[src/design/assert_macros.svh]
// ----------------------------------------------------------------------------
// Assertion macros
// Shared helpers for concurrent assertions clocked on clock and gated by reset.
// ----------------------------------------------------------------------------
`ifndef ASSERT_MACROS_SVH
`define ASSERT_MACROS_SVH

// Property checked at every rising clock edge outside reset.
`define PLB_ASSERT(label, prop, msg) \
   label: assert property (@(posedge clock) disable iff (reset) prop) else $error(msg);

// Condition that must never hold outside reset.
`define PLB_NEVER(label, cond, msg) \
   `PLB_ASSERT(label, !(cond), msg)

`endif

[src/design/plb_pkg.sv]
// ----------------------------------------------------------------------------
// Positional list buffer package
// Sizes, command and status codes, and the word types passed between modules.
// ----------------------------------------------------------------------------
`timescale 1ns / 1ps

package plb_pkg;

   localparam int CAPACITY    = 16;
   localparam int MAX_RUN     = 16;
   localparam int LEN_W       = $clog2(CAPACITY + 1);
   localparam int IDX_W       = $clog2(CAPACITY);
   localparam int POS_W       = 8;
   localparam int VAL_W       = 32;
   localparam int CMP_W       = POS_W + 1;
   localparam int OUT_CNT_W   = 5;
   localparam int QUEUE_DEPTH = 4;
   localparam int QPTR_W      = $clog2(QUEUE_DEPTH);
   localparam int QCNT_W      = $clog2(QUEUE_DEPTH + 1);

   localparam logic [2:0] CMD_INS_FIRST = 3'd0;
   localparam logic [2:0] CMD_INS_LAST  = 3'd1;
   localparam logic [2:0] CMD_INS_AT    = 3'd2;
   localparam logic [2:0] CMD_DEL_FIRST = 3'd3;
   localparam logic [2:0] CMD_DEL_LAST  = 3'd4;
   localparam logic [2:0] CMD_DEL_AT    = 3'd5;
   localparam logic [2:0] CMD_COUNT     = 3'd6;
   localparam logic [2:0] CMD_READ_ALL  = 3'd7;

   localparam logic [1:0] KIND_INS  = 2'd0;
   localparam logic [1:0] KIND_DEL  = 2'd1;
   localparam logic [1:0] KIND_CNT  = 2'd2;
   localparam logic [1:0] KIND_READ = 2'd3;

   localparam logic [1:0] SEL_FIRST = 2'd0;
   localparam logic [1:0] SEL_LAST  = 2'd1;
   localparam logic [1:0] SEL_POS   = 2'd2;

   localparam logic [1:0] ST_OK     = 2'd0;
   localparam logic [1:0] ST_BADPOS = 2'd1;
   localparam logic [1:0] ST_FULL   = 2'd2;
   localparam logic [1:0] ST_EMPTY  = 2'd3;

   typedef struct packed {
      logic [1:0]              kind;
      logic [1:0]              sel;
      logic signed [VAL_W-1:0] value;
      logic [POS_W-1:0]        position;
   } cmd_type;

   typedef struct packed {
      logic [1:0]              status;
      logic signed [VAL_W-1:0] read_value;
      logic [OUT_CNT_W-1:0]    read_position;
      logic [OUT_CNT_W-1:0]    entry_count;
      logic                    last_of_run;
   } rsp_type;

endpackage

[src/design/plb_front.sv]
// ----------------------------------------------------------------------------
// Positional list buffer front end
// Accepts request words, classifies each command and queues it for the back end.
// ----------------------------------------------------------------------------
`timescale 1ns / 1ps

module plb_front import plb_pkg::*; (
   input  logic                    clock,
   input  logic                    reset,
   input  logic                    push,
   output logic                    full,
   input  logic [2:0]              req_command,
   input  logic signed [VAL_W-1:0] req_element_value,
   input  logic [POS_W-1:0]        req_position,
   output logic                    cmd_valid,
   output cmd_type                 cmd_head,
   input  logic                    cmd_pop
);

   cmd_type            decoded;
   cmd_type            queue_ff [QUEUE_DEPTH];
   logic [QPTR_W-1:0]  wr_ptr_ff, wr_ptr_in;
   logic [QPTR_W-1:0]  rd_ptr_ff, rd_ptr_in;
   logic [QCNT_W-1:0]  count_ff, count_in;
   logic               do_push;
   logic               do_pop;

   always_comb begin
      decoded.value    = req_element_value;
      decoded.position = req_position;
      case (req_command)
         CMD_INS_FIRST: begin
            decoded.kind = KIND_INS;
            decoded.sel  = SEL_FIRST;
         end
         CMD_INS_LAST: begin
            decoded.kind = KIND_INS;
            decoded.sel  = SEL_LAST;
         end
         CMD_INS_AT: begin
            decoded.kind = KIND_INS;
            decoded.sel  = SEL_POS;
         end
         CMD_DEL_FIRST: begin
            decoded.kind = KIND_DEL;
            decoded.sel  = SEL_FIRST;
         end
         CMD_DEL_LAST: begin
            decoded.kind = KIND_DEL;
            decoded.sel  = SEL_LAST;
         end
         CMD_DEL_AT: begin
            decoded.kind = KIND_DEL;
            decoded.sel  = SEL_POS;
         end
         CMD_COUNT: begin
            decoded.kind = KIND_CNT;
            decoded.sel  = SEL_FIRST;
         end
         default: begin
            decoded.kind = KIND_READ;
            decoded.sel  = SEL_FIRST;
         end
      endcase
   end

   assign full      = (count_ff == QCNT_W'(QUEUE_DEPTH));
   assign cmd_valid = (count_ff != '0);
   assign cmd_head  = queue_ff[rd_ptr_ff];
   assign do_push   = push && !full;
   assign do_pop    = cmd_pop && cmd_valid;

   always_comb begin
      wr_ptr_in = do_push ? wr_ptr_ff + QPTR_W'(1) : wr_ptr_ff;
      rd_ptr_in = do_pop ? rd_ptr_ff + QPTR_W'(1) : rd_ptr_ff;
      count_in  = count_ff + QCNT_W'(do_push) - QCNT_W'(do_pop);
   end

   always_ff @(posedge clock) begin
      if (reset) begin
         wr_ptr_ff <= '0;
         rd_ptr_ff <= '0;
         count_ff  <= '0;
      end else begin
         wr_ptr_ff <= wr_ptr_in;
         rd_ptr_ff <= rd_ptr_in;
         count_ff  <= count_in;
      end
   end

   always_ff @(posedge clock) begin
      if (do_push) begin
         queue_ff[wr_ptr_ff] <= decoded;
      end
   end

endmodule

[src/design/plb_rsp_queue.sv]
// ----------------------------------------------------------------------------
// Positional list buffer response queue
// Holds result words from the back end until the consumer pops them.
// ----------------------------------------------------------------------------
`timescale 1ns / 1ps

module plb_rsp_queue import plb_pkg::*; (
   input  logic    clock,
   input  logic    reset,
   input  logic    rsp_push,
   input  rsp_type rsp_data,
   output logic    rsp_full,
   input  logic    pop,
   output logic    empty,
   output rsp_type rsp_head
);

   rsp_type            queue_ff [QUEUE_DEPTH];
   logic [QPTR_W-1:0]  wr_ptr_ff, wr_ptr_in;
   logic [QPTR_W-1:0]  rd_ptr_ff, rd_ptr_in;
   logic [QCNT_W-1:0]  count_ff, count_in;
   logic               do_push;
   logic               do_pop;

   assign rsp_full = (count_ff == QCNT_W'(QUEUE_DEPTH));
   assign empty    = (count_ff == '0);
   assign rsp_head = queue_ff[rd_ptr_ff];
   assign do_push  = rsp_push && !rsp_full;
   assign do_pop   = pop && !empty;

   always_comb begin
      wr_ptr_in = do_push ? wr_ptr_ff + QPTR_W'(1) : wr_ptr_ff;
      rd_ptr_in = do_pop ? rd_ptr_ff + QPTR_W'(1) : rd_ptr_ff;
      count_in  = count_ff + QCNT_W'(do_push) - QCNT_W'(do_pop);
   end

   always_ff @(posedge clock) begin
      if (reset) begin
         wr_ptr_ff <= '0;
         rd_ptr_ff <= '0;
         count_ff  <= '0;
      end else begin
         wr_ptr_ff <= wr_ptr_in;
         rd_ptr_ff <= rd_ptr_in;
         count_ff  <= count_in;
      end
   end

   always_ff @(posedge clock) begin
      if (do_push) begin
         queue_ff[wr_ptr_ff] <= rsp_data;
      end
   end

endmodule

[src/design/plb_back.sv]
// ----------------------------------------------------------------------------
// Positional list buffer back end
// Holds the list, carries out queued commands and produces the result words.
// ----------------------------------------------------------------------------
`timescale 1ns / 1ps
`include "assert_macros.svh"

module plb_back import plb_pkg::*; (
   input  logic    clock,
   input  logic    reset,
   input  logic    cmd_valid,
   input  cmd_type cmd_head,
   output logic    cmd_pop,
   input  logic    rsp_full,
   output logic    rsp_push,
   output rsp_type rsp_data
);

   logic signed [VAL_W-1:0] store_ff [CAPACITY];
   logic signed [VAL_W-1:0] store_in [CAPACITY];
   logic [LEN_W-1:0]        len_ff, len_in;
   logic [IDX_W-1:0]        rd_idx_ff, rd_idx_in;
   logic                    go;
   logic [CMP_W-1:0]        len_w;
   logic [CMP_W-1:0]        target;
   logic [CMP_W-1:0]        run_n;
   logic [CMP_W-1:0]        rd_pos;
   logic [IDX_W-1:0]        k;
   logic [1:0]              status;
   logic                    run_last;

   always_comb begin
      go       = cmd_valid && !rsp_full;
      len_w    = CMP_W'(len_ff);
      run_n    = (len_w < CMP_W'(MAX_RUN)) ? len_w : CMP_W'(MAX_RUN);
      rd_pos   = CMP_W'(rd_idx_ff) + CMP_W'(1);
      run_last = (rd_pos == run_n);

      case (cmd_head.sel)
         SEL_FIRST: target = CMP_W'(1);
         SEL_LAST:  target = len_w + CMP_W'(cmd_head.kind == KIND_INS);
         default:   target = CMP_W'(cmd_head.position);
      endcase
      k = IDX_W'(target - CMP_W'(1));

      status = ST_OK;
      if (cmd_head.kind == KIND_INS) begin
         if (target == '0 || target > len_w + CMP_W'(1)) begin
            status = ST_BADPOS;
         end else if (len_w >= CMP_W'(CAPACITY)) begin
            status = ST_FULL;
         end
      end else if (cmd_head.kind == KIND_DEL) begin
         if (len_ff == '0) begin
            status = ST_EMPTY;
         end else if (target == '0 || target > len_w) begin
            status = ST_BADPOS;
         end
      end

      store_in  = store_ff;
      len_in    = len_ff;
      rd_idx_in = rd_idx_ff;
      cmd_pop   = 1'b0;
      rsp_push  = 1'b0;
      rsp_data  = '0;

      if (go) begin
         rsp_push = 1'b1;
         if (cmd_head.kind == KIND_READ) begin
            if (len_ff == '0) begin
               rsp_data.status      = ST_EMPTY;
               rsp_data.last_of_run = 1'b1;
               cmd_pop              = 1'b1;
            end else begin
               rsp_data.status        = ST_OK;
               rsp_data.read_value    = store_ff[rd_idx_ff];
               rsp_data.read_position = OUT_CNT_W'(rd_pos);
               rsp_data.entry_count   = OUT_CNT_W'(len_ff);
               rsp_data.last_of_run   = run_last;
               if (run_last) begin
                  rd_idx_in = '0;
                  cmd_pop   = 1'b1;
               end else begin
                  rd_idx_in = rd_idx_ff + IDX_W'(1);
               end
            end
         end else begin
            cmd_pop = 1'b1;
            if (status == ST_OK && cmd_head.kind == KIND_INS) begin
               for (int i = 1; i < CAPACITY; i++) begin
                  if (IDX_W'(i) > k) begin
                     store_in[i] = store_ff[i-1];
                  end
               end
               store_in[k] = cmd_head.value;
               len_in      = len_ff + LEN_W'(1);
            end else if (status == ST_OK && cmd_head.kind == KIND_DEL) begin
               for (int i = 0; i < CAPACITY - 1; i++) begin
                  if (IDX_W'(i) >= k) begin
                     store_in[i] = store_ff[i+1];
                  end
               end
               len_in = len_ff - LEN_W'(1);
            end
            rsp_data.status      = status;
            rsp_data.entry_count = OUT_CNT_W'(len_in);
            rsp_data.last_of_run = 1'b1;
         end
      end
   end

   always_ff @(posedge clock) begin
      if (reset) begin
         len_ff    <= '0;
         rd_idx_ff <= '0;
      end else begin
         len_ff    <= len_in;
         rd_idx_ff <= rd_idx_in;
      end
   end

   always_ff @(posedge clock) begin
      store_ff <= store_in;
   end

   `PLB_NEVER(a_len_bound, len_ff > LEN_W'(CAPACITY), "list length above capacity")
   `PLB_ASSERT(a_run_head, (rd_idx_ff != '0) |-> (cmd_valid && cmd_head.kind == KIND_READ), "read run without read command")
   `PLB_ASSERT(a_pop_last, cmd_pop |-> (rsp_push && rsp_data.last_of_run), "command retired without final word")
   `PLB_ASSERT(a_len_change, (len_ff != $past(len_ff)) |-> $past(cmd_pop), "length changed without a command")

endmodule

[src/design/positional_list_buffer.sv]
// A pushed word is stored in the front queue; the back end serves its head and puts
// result words in the response queue, stalling while that queue is full. Insert,
// delete and count give one word each; read-all reads one entry per word in order.
// Both sides are four-word queues, so the front can accept words while results wait.
// Reset clears the list length and both queues; entry contents are not cleared.
// ----------------------------------------------------------------------------
// Positional list buffer
// Bounded ordered list of signed words with positional insert, delete and read.
// ----------------------------------------------------------------------------
`timescale 1ns / 1ps

module positional_list_buffer import plb_pkg::*; (
   input  logic                        clock,
   input  logic                        reset,
   input  logic                        push,
   output logic                        full,
   input  logic [2:0]                  req_command,
   input  logic signed [VAL_W-1:0]     req_element_value,
   input  logic [POS_W-1:0]            req_position,
   output logic                        empty,
   input  logic                        pop,
   output logic [1:0]                  rsp_status,
   output logic signed [VAL_W-1:0]     rsp_read_value,
   output logic [OUT_CNT_W-1:0]        rsp_read_position,
   output logic [OUT_CNT_W-1:0]        rsp_entry_count,
   output logic                        rsp_last_of_run
);

   logic    cmd_valid;
   cmd_type cmd_head;
   logic    cmd_pop;
   logic    rsp_full;
   logic    rsp_push;
   rsp_type rsp_data;
   rsp_type rsp_head;

   plb_front u_front (
      .clock             (clock),
      .reset             (reset),
      .push              (push),
      .full              (full),
      .req_command       (req_command),
      .req_element_value (req_element_value),
      .req_position      (req_position),
      .cmd_valid         (cmd_valid),
      .cmd_head          (cmd_head),
      .cmd_pop           (cmd_pop)
   );

   plb_back u_back (
      .clock     (clock),
      .reset     (reset),
      .cmd_valid (cmd_valid),
      .cmd_head  (cmd_head),
      .cmd_pop   (cmd_pop),
      .rsp_full  (rsp_full),
      .rsp_push  (rsp_push),
      .rsp_data  (rsp_data)
   );

   plb_rsp_queue u_rsp_queue (
      .clock    (clock),
      .reset    (reset),
      .rsp_push (rsp_push),
      .rsp_data (rsp_data),
      .rsp_full (rsp_full),
      .pop      (pop),
      .empty    (empty),
      .rsp_head (rsp_head)
   );

   assign rsp_status        = rsp_head.status;
   assign rsp_read_value    = rsp_head.read_value;
   assign rsp_read_position = rsp_head.read_position;
   assign rsp_entry_count   = rsp_head.entry_count;
   assign rsp_last_of_run   = rsp_head.last_of_run;

endmodule

[config.mk]
export PLATFORM = sky130hd
export DESIGN_NAME = positional_list_buffer
export DESIGN_NICKNAME = d
export VERILOG_FILES = /design/src/design/plb_pkg.sv /design/src/design/plb_front.sv /design/src/design/plb_rsp_queue.sv /design/src/design/plb_back.sv /design/src/design/positional_list_buffer.sv
export VERILOG_INCLUDE_DIRS = /design/src /design/src/design
export SDC_FILE = /design/constraint.sdc
export NUM_CORES = 2
export LEC_CHECK = 0
export BUFFER_PORTS_ARGS = -buffer_cell sky130_fd_sc_hd__buf_4
export CAP_MARGIN = 20
export CELL_PAD_IN_SITES_DETAIL_PLACEMENT = 2
export CELL_PAD_IN_SITES_GLOBAL_PLACEMENT = 2
export CORE_MARGIN = 2
export CORE_UTILIZATION = 30
export DETAILED_ROUTE_END_ITERATION = 8
export GPL_ROUTABILITY_DRIVEN = 0
export GPL_TIMING_DRIVEN = 0
export PLACE_DENSITY_LB_ADDON = 0.1
export SLEW_MARGIN = 20
export SYNTH_ARGS = -nofsm -noshare
export SYNTH_HDL_FRONTEND = slang
export SYNTH_HIERARCHICAL = 1
export SYNTH_SLANG_ARGS = --single-unit
[constraint.sdc]
create_clock -name clock -period 19.6 [get_ports clock]
set_input_delay 0.98 -clock clock [delete_from_list [all_inputs] [get_ports clock]]
set_output_delay 0.98 -clock clock [all_outputs]
set_load 0.05 [all_outputs]
==> results.md <==
* Outcome: complete, no violations
* CTS Hold Buffers Added at 0
* Setup Fix Bufs, Post-CTS at 0
* Total Wirelength at 210400 um
* CP required at 20.04 ns
* Worst Path Max Fanout at 10
* Core Region at 150000 um2
* # DRC at 0
* Post-layout nets at 3744
* First-pass GRT wire length at 293200 um
* I/O Pins at 94
* NetSw at 4343 uW
* Area growth syn-to-layout at 18.08%
* Post-synth EDFFs at 868
* Register area share after synthesis at 58.67%
* Syn nets at 3489
* Clock Power Share at 22.4%
* 1st-pass router iterations at 5
* Library cells used by synthesis at 78
* Vias at 34100
* Max Fclk at 0.1342 GHz
* Leakage at 0.01819 uW
* Area fraction of the dominant cell type after synthesis at 57.48%
* Final Hold Fails at 0
* Max-slew headroom at 12.51%
* Setup violators final at 0
* Cts bufs inserted at 108
* Total grt overflow at 0
* CTS tree: yes
* Number of maximum-capacitance violations at 0
* Avg Vias per Cell at 5.913
* Most instantiated cells after synthesis: edfxtp_1, nand2_1, inv_1
* Ys async rst share at 0%
* Clk_skew at 0.03057 ns
* Reg clk slew, reported paths at 0.06 ns
* Synthesis-stage register bit count at 895
* Share of post-route cells with drive strength above 1 at 19.97%
* Cells along the critical path: clkbuf_2 -> buf_2 -> mux4_2 -> buf_2 -> nor3b_2 -> xnor2_1 -> nand2b_1 -> o21ai_0 -> inv_1 -> ha_1 -> buf_1 -> o221ai_1 -> o2111a_1 -> buf_2 -> o21ai_1 -> clkbuf_2 -> nor3_2 -> buf_6 -> buf_4 -> buf_4
* Clock Latency Late Sink at 0.76 ns
* Most used cell along the critical path: buf_2
* CP bufs+invs at 10
* Crit-path max cell delay at 0.78 ns
* Die ar. at 154300 um2
* Net Sw Frac at 46.94%
* WS Path Type: reg2reg
* Largest net degree at the start of global routing at 41
* Clk buf depth at 3
* Rows at 142
* Die width at 392.8 um
* Slew Limit Fails at 0
* Initial antenna violation count at 7
* Pwr Density at 172.8 nW/um2
* Mapped Area at 45350 um2
* Routed Antenna Nets at 0
* Crit. End Element: flip-flop
* Yosys top cell by area: edfxtp_1
* Worst Hold Class: in2reg
* Port bufs at 92
* Top FF cell, synth: edfxtp_1
* DIE HEIGHT at 392.8 um
* Hold slack at 0.4237 ns
* Sequential share of power at 29.4%
* Largest cells by area after synthesis: edfxtp_1, mux4_2, nand2_1
* Cell family with most CP delay: buffers and inverters
* CP Launch Type: flip-flop
* CTS root buf: clkbuf_16
* Most common cell in the synthesized netlist: edfxtp_1
* Cells after synthesis at 3409
* Syn_area_per_cell at 13.30 um2
* Worst path arrival time at 7.89 ns
* Number of global-route vias before repair at 36760
* Ant diodes at 0
* Peak supply drop at 109.7 uV
* Warnings, synthesis at 6
* CTS Sinks at 895
* Sum Neg Setup Slack at 0 ns
* Gr usage total at 27.19%
* Post-CTS Resized at 0
* Slowest stage cell on the critical path: nor3_2
* RSZ-0062 raised after global routing: false
* Power Internal at 4909 uW
* Initial DRC Count at 3276
* Starting Density at 30.24%
* Minimum clock period at 7.451 ns
* Actual slew at the worst max-slew pin at 1.312 ns
* Routed length per instance at 36.49 um
* Combinational share of power at 48.2%
* CTS H-tree lvls at 3
* Tcrit/Tclk final at 38.02%
* HPWL after DPL at 154200 um
cell usage in the layout (no fill, tap or decap), types with 81 or more instances in the layout:
cell       instances
edfxtp_1         868
nand2_1          507
inv_1            223
mux4_2           208
clkbuf_1         196
o221ai_1         163
clkbuf_16        109
buf_4            109
mux2i_1          101
a21oi_1           84
nand3_1           81
flip-flops by register name (all words and copies together) (netlist names), named ones only:
register	cells
u_back/len_ff	5
u_back/rd_idx_ff	4
u_back/store_ff	512
u_front/count_ff	3
u_front/queue_ff	176
u_front/rd_ptr_ff	2
u_front/wr_ptr_ff	2
u_rsp_queue/count_ff	3
u_rsp_queue/queue_ff	180
u_rsp_queue/rd_ptr_ff	2
u_rsp_queue/wr_ptr_ff	2
metal layers:
layer	wire length, um	track usage [%]
met1	89080	36.31
met2	97460	43.67
met3	16070	5.795
met4	7793	9.314
met5	20	0
cells by family after synthesis:
group | synth area share (%)
DFF | 58.67
AOI/OAI and AO/OA | 12.57
adders and majority gates | 0.9437
buffers and inverters | 5.204
muxes | 13.90
and+or+nand+nor | 8.253
xor gates and xnor gates | 0.4608
power by group through the flow:
stage,logic (uW),registers (uW),clock network (uW)
global route,4590,2740,2180
detailed placement,4370,2760,0
CTS,4380,2720,2120
finish,4460,2720,2070
floorplan,2270,2700,0
global placement,4090,2780,0
layout make-up:
| type | instances | area (um2) |
|---|---|---|
| Tap cell | 2016 | 2522 |
| Multi-Input combinational cell | 1968 | 16650 |
| Inverter | 223 | 837.1 |
| Clock buffer | 135 | 2855 |
| Sequential cell | 895 | 26610 |
| Fill cell | 15360 | 96410 |
| Buffer | 323 | 1554 |
| Timing Repair Buffer | 145 | 1828 |
| Clock inverter | 61 | 695.7 |
per-stage QoR:
| stage | area [um2] | power (uW) | utilization, % | cells | worst slack (ns) |
|---|---|---|---|---|---|
| 3_5_place_dp | 49960 | 7125 | 33.32 | 5570 | 11.88 |
| 4_1_cts | 53520 | 9218 | 35.69 | 5766 | 11.83 |
| 5_1_grt | 53550 | 9516 | 35.71 | 5766 | 11.80 |
| 2_1_floorplan | 45350 | 4970 | - | 3409 | 12.87 |
| 3_3_place_gp | 48560 | 6863 | 32.38 | 5517 | 7.243 |
| 6_report | 53550 | 9252 | 35.71 | 5766 | 12.15 |
worst reg2reg max path: cells and delay by family, from the launching register on:
kind	cells	cell delay (ns)
XOR/XNOR	1	0.13
AO/OA/AOI/OAI	4	1.80
AND/OR/NAND/NOR	3	1.15
adder cells (fa/ha/maj)	1	0.31
buffers and inverters	10	3.01
multiplexers	1	0.41
flip-flops	1	0.31
path summary, 6_finish.rpt:
| check | from | endpoint | slack, ns | cells after the start |
|---|---|---|---|---|
| setup / recovery | flip-flop | u_back/store_ff[429]$_DFFE_PP_ | 12.15 | 20 |
| hold / removal | req_element_value[2] | u_front/queue_ff[1][10]$_DFFE_PP_ | 0.42 | 1 |
| setup reg to reg | flip-flop | u_back/store_ff[429]$_DFFE_PP_ | 12.15 | 20 |
| hold reg to reg | u_front/rd_ptr_ff[1]$_SDFFE_PP0P_ | flip-flop | 0.53 | 2 |
(Power assumes the default switching activity.)
